**config.mk**
```make
export PLATFORM = sky130hd
export DESIGN_NAME = spi_target_length_prefixed_frame_unit
export DESIGN_NICKNAME = d
export VERILOG_FILES = /design/src/stlpf_pkg.sv /design/src/stlpf_core.sv /design/src/stlpf_out_stage.sv /design/src/spi_target_length_prefixed_frame_unit.sv
export SDC_FILE = /design/constraint.sdc
export NUM_CORES = 1
export LEC_CHECK = 0
export ABC_CLOCK_PERIOD_IN_PS = 10750
export BUFFER_PORTS_ARGS = -buffer_cell sky130_fd_sc_hd__buf_2
export CORE_MARGIN = 8
export CORE_UTILIZATION = 62
export CTS_CLUSTER_DIAMETER = 30
export DETAILED_ROUTE_END_ITERATION = 10
export GPL_ROUTABILITY_DRIVEN = 0
export GPL_TIMING_DRIVEN = 0
export PLACE_DENSITY_LB_ADDON = 0.08
export SLEW_MARGIN = 20
export SYNTH_ARGS = -nofsm -noshare
export SYNTH_HDL_FRONTEND = slang
export SYNTH_SLANG_ARGS = --single-unit
```
**constraint.sdc**
```tcl
create_clock -name clk -period 10.75 [get_ports clk]
set_input_delay 2.15 -clock clk [delete_from_list [all_inputs] [get_ports clk]]
set_output_delay 2.15 -clock clk [all_outputs]
set_load 0.01 [all_outputs]
```
**src/stlpf_pkg.sv**
```systemverilog
`default_nettype none
// ----------------------------------------------------------------------------
// SPI target package
// Shared constants, register codes and the result record.
// ----------------------------------------------------------------------------
package stlpf_pkg;

  localparam int DEFAULT_HEADER_BITS    = 8;
  localparam int DEFAULT_MAX_FRAME_BITS = 32;

  localparam int WORD_W = 32;  // reply and received word width
  localparam int LEN_W  = 6;   // fallback length and frame_bits width

  localparam logic [WORD_W-1:0] REPLY_WORD_RESET   = 32'h0000_0055;
  localparam logic [LEN_W-1:0]  FALLBACK_LEN_RESET = 6'd8;
  localparam int                FRAME_LEN_RESET    = 8;

  // Register select, taken from paddr[2]
  localparam logic REG_REPLY_WORD   = 1'b0;
  localparam logic REG_FALLBACK_LEN = 1'b1;

  typedef struct packed {
    logic              data_out;
    logic              frame_done;
    logic [WORD_W-1:0] received_word;
    logic [LEN_W-1:0]  frame_bits;
    logic              length_invalid;
  } stlpf_result_t;

endpackage
`default_nettype wire

```
**src/stlpf_core.sv**
```systemverilog
`default_nettype none
// ----------------------------------------------------------------------------
// SPI target frame engine
// Level-wait sequencer: select, header, full-duplex transfer, deselect.
// ----------------------------------------------------------------------------
module stlpf_core #(
  parameter int HEADER_BITS    = 8,
  parameter int MAX_FRAME_BITS = 32
) (
  input  logic                        clk,
  input  logic                        rst_n,
  input  logic                        accept,
  input  logic                        sclk,
  input  logic                        seln,
  input  logic                        din,
  input  logic [31:0]                 reply_word,
  input  logic [5:0]                  fallback_length,
  output stlpf_pkg::stlpf_result_t    result
);
  import stlpf_pkg::*;

  localparam int BI_CNT = (HEADER_BITS > MAX_FRAME_BITS) ? HEADER_BITS : MAX_FRAME_BITS;
  localparam int BI_W   = (BI_CNT > 1) ? $clog2(BI_CNT) : 1;
  localparam int FL_W   = $clog2(MAX_FRAME_BITS + 1);

  localparam logic [2:0] PH_IDLE       = 3'd0;
  localparam logic [2:0] PH_HDR_HIGH   = 3'd1;
  localparam logic [2:0] PH_HDR_LOW    = 3'd2;
  localparam logic [2:0] PH_XFER_HIGH  = 3'd3;
  localparam logic [2:0] PH_XFER_LOW   = 3'd4;
  localparam logic [2:0] PH_WAIT_DESEL = 3'd5;

  logic [2:0]             phase_r,        phase_nxt;
  logic [BI_W-1:0]        bit_index_r,    bit_index_nxt;
  logic [HEADER_BITS-1:0] header_shift_r, header_shift_nxt;
  logic [WORD_W-1:0]      data_shift_r,   data_shift_nxt;
  logic [FL_W-1:0]        frame_length_r, frame_length_nxt;
  logic                   out_bit_r,      out_bit_nxt;
  logic                   bad_length_r,   bad_length_nxt;
  logic                   done;

  logic [HEADER_BITS:0]   hdr_ext;
  logic                   hdr_ok;
  logic [6:0]             fb_clamp;
  logic [FL_W-1:0]        fl_new;
  logic [WORD_W-1:0]      reply_sh;
  logic [FL_W+5:0]        fl_ext;

  assign hdr_ext = {header_shift_r, din};
  assign hdr_ok  = (header_shift_r != '0) &&
                   (32'(header_shift_r) <= 32'(MAX_FRAME_BITS));

  // Fallback is clamped into 1..MAX_FRAME_BITS
  always_comb begin
    fb_clamp = {1'b0, fallback_length};
    if (fb_clamp == 7'd0) begin
      fb_clamp = 7'd1;
    end else if (fb_clamp > 7'(MAX_FRAME_BITS)) begin
      fb_clamp = 7'(MAX_FRAME_BITS);
    end
  end

  assign fl_new   = hdr_ok ? FL_W'(header_shift_r) : FL_W'(fb_clamp);
  // Shift by 32 or more yields zero, which is the reply for positions past the word
  assign reply_sh = reply_word >> bit_index_nxt;

  always_comb begin
    phase_nxt        = phase_r;
    bit_index_nxt    = bit_index_r;
    header_shift_nxt = header_shift_r;
    data_shift_nxt   = data_shift_r;
    frame_length_nxt = frame_length_r;
    bad_length_nxt   = bad_length_r;
    done             = 1'b0;
    unique case (phase_r)
      PH_IDLE: begin
        if (!seln) begin
          header_shift_nxt = '0;
          bit_index_nxt    = BI_W'(HEADER_BITS - 1);
          phase_nxt        = PH_HDR_HIGH;
        end
      end
      PH_HDR_HIGH: begin
        if (sclk) begin
          header_shift_nxt = hdr_ext[HEADER_BITS-1:0];
          phase_nxt        = PH_HDR_LOW;
        end
      end
      PH_HDR_LOW: begin
        if (!sclk) begin
          if (bit_index_r != '0) begin
            bit_index_nxt = bit_index_r - 1'b1;
            phase_nxt     = PH_HDR_HIGH;
          end else begin
            frame_length_nxt = fl_new;
            bad_length_nxt   = !hdr_ok;
            data_shift_nxt   = '0;
            bit_index_nxt    = BI_W'(fl_new - 1'b1);
            phase_nxt        = PH_XFER_HIGH;
          end
        end
      end
      PH_XFER_HIGH: begin
        if (sclk) begin
          data_shift_nxt = {data_shift_r[WORD_W-2:0], din};
          phase_nxt      = PH_XFER_LOW;
        end
      end
      PH_XFER_LOW: begin
        if (!sclk) begin
          if (bit_index_r != '0) begin
            bit_index_nxt = bit_index_r - 1'b1;
            phase_nxt     = PH_XFER_HIGH;
          end else begin
            phase_nxt = PH_WAIT_DESEL;
          end
        end
      end
      PH_WAIT_DESEL: begin
        if (seln) begin
          done      = 1'b1;
          phase_nxt = PH_IDLE;
        end
      end
      default: begin
        phase_nxt = PH_IDLE;
      end
    endcase
  end

  // A new reply bit is loaded whenever a bit period starts on a low clock
  always_comb begin
    out_bit_nxt = out_bit_r;
    if (!sclk && ((phase_r == PH_HDR_LOW && bit_index_r == '0) ||
                  (phase_r == PH_XFER_LOW && bit_index_r != '0))) begin
      out_bit_nxt = reply_sh[0];
    end
  end

  always_ff @(posedge clk) begin
    if (!rst_n) begin
      phase_r        <= PH_IDLE;
      bit_index_r    <= '0;
      header_shift_r <= '0;
      data_shift_r   <= '0;
      frame_length_r <= FL_W'(FRAME_LEN_RESET);
      out_bit_r      <= 1'b0;
      bad_length_r   <= 1'b0;
    end else if (accept) begin
      phase_r        <= phase_nxt;
      bit_index_r    <= bit_index_nxt;
      header_shift_r <= header_shift_nxt;
      data_shift_r   <= data_shift_nxt;
      frame_length_r <= frame_length_nxt;
      out_bit_r      <= out_bit_nxt;
      bad_length_r   <= bad_length_nxt;
    end
  end

  assign fl_ext = (FL_W + 6)'(frame_length_nxt);

  always_comb begin
    result.data_out       = out_bit_nxt;
    result.frame_done     = done;
    result.received_word  = data_shift_nxt;
    result.frame_bits     = fl_ext[5:0];
    result.length_invalid = bad_length_nxt;
  end

endmodule
`default_nettype wire

```
**src/stlpf_out_stage.sv**
```systemverilog
`default_nettype none
// ----------------------------------------------------------------------------
// SPI target result stage
// Output register with one skid entry so input keeps flowing on a stall.
// ----------------------------------------------------------------------------
module stlpf_out_stage (
  input  logic                     clk,
  input  logic                     rst_n,
  input  logic                     push,
  input  stlpf_pkg::stlpf_result_t push_data,
  output logic                     can_push,
  output logic                     out_valid,
  input  logic                     out_ready,
  output stlpf_pkg::stlpf_result_t out_data
);
  import stlpf_pkg::*;

  logic          out_vld_r,  out_vld_nxt;
  logic          skid_vld_r, skid_vld_nxt;
  stlpf_result_t out_r,      out_nxt;
  stlpf_result_t skid_r,     skid_nxt;
  logic          pop;

  assign pop = out_vld_r && out_ready;

  always_comb begin
    out_vld_nxt  = out_vld_r;
    skid_vld_nxt = skid_vld_r;
    out_nxt      = out_r;
    skid_nxt     = skid_r;
    priority if (skid_vld_r) begin
      if (pop) begin
        out_nxt      = skid_r;
        skid_vld_nxt = 1'b0;
      end
    end else if (push) begin
      if (!out_vld_r || pop) begin
        out_nxt     = push_data;
        out_vld_nxt = 1'b1;
      end else begin
        skid_nxt     = push_data;
        skid_vld_nxt = 1'b1;
      end
    end else if (pop) begin
      out_vld_nxt = 1'b0;
    end
  end

  always_ff @(posedge clk) begin
    if (!rst_n) begin
      out_vld_r  <= 1'b0;
      skid_vld_r <= 1'b0;
    end else begin
      out_vld_r  <= out_vld_nxt;
      skid_vld_r <= skid_vld_nxt;
    end
  end

  always_ff @(posedge clk) begin
    out_r  <= out_nxt;
    skid_r <= skid_nxt;
  end

  assign can_push  = !skid_vld_r;
  assign out_valid = out_vld_r;
  assign out_data  = out_r;

endmodule
`default_nettype wire

```
**src/spi_target_length_prefixed_frame_unit.sv**
```systemverilog
`default_nettype none
// ----------------------------------------------------------------------------
// SPI target, length-prefixed frame, oversampled pins
// Result path: an accepted sample's result is registered in the output
//   register, or in the skid entry while the output stalls. Throughput: one
//   sample transaction per cycle while in_ready is high; the skid entry absorbs
//   one stalled result, so in_ready drops only with two results waiting.
// Reset (rst_n low, synchronous): engine idles waiting for select, the
//   registers return to reply 0x55 and fallback 8, output queue empties.
// ----------------------------------------------------------------------------
module spi_target_length_prefixed_frame_unit #(
  parameter int HEADER_BITS    = stlpf_pkg::DEFAULT_HEADER_BITS,
  parameter int MAX_FRAME_BITS = stlpf_pkg::DEFAULT_MAX_FRAME_BITS
) (
  input  logic        clk,
  input  logic        rst_n,
  // sample input channel
  input  logic        in_valid,
  output logic        in_ready,
  input  logic        in_sclk_level,
  input  logic        in_select_n_level,
  input  logic        in_data_in_level,
  // result channel
  output logic        out_valid,
  input  logic        out_ready,
  output logic        out_data_out,
  output logic        out_frame_done,
  output logic [31:0] out_received_word,
  output logic [5:0]  out_frame_bits,
  output logic        out_length_invalid,
  // APB-style configuration port
  input  logic        psel,
  input  logic        penable,
  input  logic        pwrite,
  input  logic [2:0]  paddr,
  input  logic [31:0] pwdata,
  output logic [31:0] prdata,
  output logic        pready
);
  import stlpf_pkg::*;

  logic [WORD_W-1:0] reply_word_r;
  logic [LEN_W-1:0]  fallback_length_r;
  logic              cfg_wr;
  logic              in_xact;
  stlpf_result_t     core_res;
  stlpf_result_t     out_res;

  // ---- configuration registers ----
  // Zero-wait port; paddr[2] picks the register, low address bits are ignored.
  assign pready = 1'b1;
  assign cfg_wr = psel && penable && pwrite && pready;

  always_ff @(posedge clk) begin
    if (!rst_n) begin
      reply_word_r      <= REPLY_WORD_RESET;
      fallback_length_r <= FALLBACK_LEN_RESET;
    end else if (cfg_wr) begin
      unique case (paddr[2])
        REG_REPLY_WORD:   reply_word_r      <= pwdata;
        REG_FALLBACK_LEN: fallback_length_r <= pwdata[LEN_W-1:0];
        default:          reply_word_r      <= reply_word_r;
      endcase
    end
  end

  always_comb begin
    unique case (paddr[2])
      REG_REPLY_WORD:   prdata = reply_word_r;
      REG_FALLBACK_LEN: prdata = 32'(fallback_length_r);
      default:          prdata = '0;
    endcase
  end

  // ---- frame engine: advances once per accepted sample transaction ----
  assign in_xact = in_valid && in_ready;

  stlpf_core #(
    .HEADER_BITS    (HEADER_BITS),
    .MAX_FRAME_BITS (MAX_FRAME_BITS)
  ) u_core (
    .clk             (clk),
    .rst_n           (rst_n),
    .accept          (in_xact),
    .sclk            (in_sclk_level),
    .seln            (in_select_n_level),
    .din             (in_data_in_level),
    .reply_word      (reply_word_r),
    .fallback_length (fallback_length_r),
    .result          (core_res)
  );

  // ---- result register plus skid entry ----
  stlpf_out_stage u_out (
    .clk       (clk),
    .rst_n     (rst_n),
    .push      (in_xact),
    .push_data (core_res),
    .can_push  (in_ready),
    .out_valid (out_valid),
    .out_ready (out_ready),
    .out_data  (out_res)
  );

  assign out_data_out       = out_res.data_out;
  assign out_frame_done     = out_res.frame_done;
  assign out_received_word  = out_res.received_word;
  assign out_frame_bits     = out_res.frame_bits;
  assign out_length_invalid = out_res.length_invalid;

endmodule
`default_nettype wire

```
==> results.cfg <==
[status]
status = complete, no violations

[sta]
rsz0062_at_grt = false
skew_ns = 0.00864
fin_crit_sh_pct = 51.6
setup_viol = 0
worst_pin_slew_ns = 0.850
hold_violations = 0
relSlewSlack_pct = 42.8
setup_slack_ns = 5.20
fmax_ghz = 0.180
fin_setup_tns_ns = 0
fin_crit_ns = 5.55
maxSlewViolCount = 0

[worst_setup_path]
required_ns = 8.60
cpMaxStageDelayCell = clkbuf_1
startpoint = paddr[2]
reg2reg_from = u_core.header_shift_r[6]
cp_cell_sequence = clkbuf_1, clkbuf_1, mux2_2, buf_2
cp-end-kind = output port
cpMostUsedCell = clkbuf_1
arrival_ns = 3.40
start_kind = input port
max_stage_delay_ns = 0.40
critPathKind = input port to output port
worstPathMaxFanout = 10

[place]
dp_hpwl_um = 14300
placed_cells = 1190
place_ws_ns = 5.20
placed_area_sq_mm = 0.00941
portBuffers = 114

[detailed_routing]
dr.first_iter.drc_count = 640
vias = 6928
ant_nets = 0
dr.pass1.iters = 5
via_per_inst = 5.67
drc = 0
drt_wl_total_um = 20200
routedWlPerCell_um = 16.5

[layout]
area.growth.synth_to_final_pct = 16.8
layout-drive-gt1-share_pct = 21.1
n_antenna_cell = 0
instances_no_fill = 1222
n_fill_cell = 1064
nets = 1076
layout.cell_area.non_filler_sq_mm = 0.00999

[synthesis]
yosysTopAreaCellShare_pct = 28.8
synth_cell_types = 68
ys_top_cells_by_area = edfxtp_1 29%, dfxtp_1 22%, nand2_1 7.6%, mux2_2 6.1%, nor2_1 3.8%
synth_top_cell_by_area = edfxtp_1
synth_edf_count = 82
synthArstFlopShare_pct = 0
yosysSeqAreaShare_pct = 51.3
syn_nets = 941
yosysMostFrequentCell = nand2_1
synth_seq_cells = 178
synthTopCellsByCount = 173 x nand2_1, 96 x dfxtp_1, 86 x nor2_1
synth_area_sq_mm = 0.00855
postSynthAreaPerCell_sq_um = 9.56
synth_ff_type = dfxtp_1
yosys_warnings = 0
netlist_instances = 894

[cts]
cts_setup_buffers = 0
cts_tree = yes
ctsHoldBuffers = 0
cts-root-buf = clkbuf_16
cts_resized = 0
clkTransAtPathRegs_ns = 0.06
cts_buffer_depth = 2
cts_htree_levels = 4
cts_buffers = 17
clkLatencyLatePin_ns = 0.43
cts_sinks = 178

[min_path]
hold_start = reply_word_r[30]
worst_hold_path_type = flop to flop

[floorplan]
die_h_um = 133
pin_count = 121
core_sq_mm = 0.0137
die_w_um = 133
fp-row-count = 43
initial_core_util_pct = 62.6
dieArea_sq_mm = 0.0178

[grt]
grtUsageTotal_pct = 22.5
grt_max_degree = 27
grt_pass1_wl_um = 32900
overflow = 0
antenna_found_initial = 0
grt_pass1_vias = 6718

[power_and_ir_drop]
p_per_area_mw_per_mm2 = 161
p_seq_share_pct = 47.7
p_leak_nw = 3.94
p_sw_share_pct = 25.9
peakVddDrop_mv = 0.0918
p_comb_share_pct = 14.5
clkPwrFrac_pct = 37.8
p_int_w = 0.00119
p_sw_w = 0.000416

[flow_run]
drv_cap = 0
[final timing paths]
path	slack, ns	endpoint	depth (start not counted)
max reg2reg	6.39	u_out.out_data[40]	13
min	0.47	reply_word_r[30]	2
min reg2reg	0.47	reply_word_r[30]	2
max	5.20	prdata[2]	4
[logic make-up after synthesis]
| group | share of synthesized area (%) |
|---|---|
| compound gates | 13.1 |
| xor+xnor | 0.410 |
| fa+ha+maj | 0.293 |
| buf+inv | 3.72 |
| flops | 51.3 |
| mux | 8.62 |
| other cells | 0.0439 |
| simple gates | 22.5 |
[cell usage in the layout, fill, tap and decap left out, types with 4 or more instances in the layout]
master / netlist / routed
mux2i_1: 17 / 17
nand3_1: 19 / 19
o21ai_0: 51 / 51
clkinv_2: 0 / 4
buf_1: 7 / 7
clkbuf_1: 54 / 56
nor2_1: 86 / 86
nor4_1: 6 / 5
buf_2: 2 / 116
and3_1: 6 / 5
mux2_2: 46 / 46
nor3b_1: 33 / 33
a21boi_0: 41 / 41
dfxtp_1: 96 / 96
inv_1: 10 / 10
edfxtp_1: 82 / 82
nor3_1: 8 / 8
a22oi_1: 4 / 4
clkbuf_16: 0 / 17
o211ai_1: 5 / 5
a2bb2oi_1: 4 / 4
o21ai_1: 4 / 4
o22ai_1: 5 / 5
nand2_1: 173 / 173
a21oi_1: 15 / 14
and2_1: 7 / 7
nor2b_1: 42 / 42
[final cells by class]
type | instances | area, sq um | area share [%]
timing repair buffer | 116 | 618 | 6.19
sequential | 178 | 4380 | 43.9
clock inverter | 12 | 131 | 1.31
clock buffer | 20 | 447 | 4.47
tap | 180 | 225 | 2.25
multi-input combinational | 638 | 3870 | 38.7
buffer | 67 | 277 | 2.77
inverter | 11 | 41.3 | 0.413
[sequential cells by signal, summed over array words and instances, names as in the netlist]
signal / count
u_out.out_data: 41
u_out.skid_r: 41
reply_word_r: 32
u_core.data_shift_r: 32
u_core.header_shift_r: 8
fallback_length_r: 6
u_core.frame_length_r: 6
u_core.bit_index_r: 5
u_core.phase_r: 3
u_core.bad_length_r: 1
u_core.out_bit_r: 1
u_out.out_valid: 1
u_out.skid_vld_r: 1
[metrics by stage]
| stage | hold WS, ns | total power [W] | util [%] |
|---|---|---|---|
| final | 0.473 | 0.00161 | 73.1 |
| after global routing | 0.509 | 0.00167 | 73.1 |
| after CTS | 0.477 | 0.00161 | 73.1 |
| after detailed placement | 0.468 | 0.00101 | 68.9 |
| after global placement | 0.458 | 0.00100 | 68.4 |
| after floorplan | 0.444 | 0.000939 | - |
[metal layers]
layer	part of all wire (%)	global-route usage [%]	vias up	routed length (um)
met5	0	0	-	0
met4	2.3	8.67	0	457
met3	5.6	5.01	37	1120
met2	48	37.2	232	9670
met1	44	28.1	3261	8970
li1	-	-	3398	-
[power by group through the flow]
| stage | logic (W) | clock network [W] | registers [W] |
|---|---|---|---|
| 6_report | 0.000234 | 0.000608 | 0.000768 |
| 5_1_grt | 0.000255 | 0.000639 | 0.000771 |
| 4_1_cts | 0.000233 | 0.000612 | 0.000768 |
| 3_5_place_dp | 0.000231 | 0 | 0.000782 |
| 3_3_place_gp | 0.000223 | 0 | 0.000782 |
| 2_1_floorplan | 0.000151 | 0 | 0.000789 |
[critical path, delay by kind of cell]
family | cells | cell delay (ns)
buffers and inverters | 3 | 0.85
multiplexers | 1 | 0.39
Power figures use the tool's default switching activity.
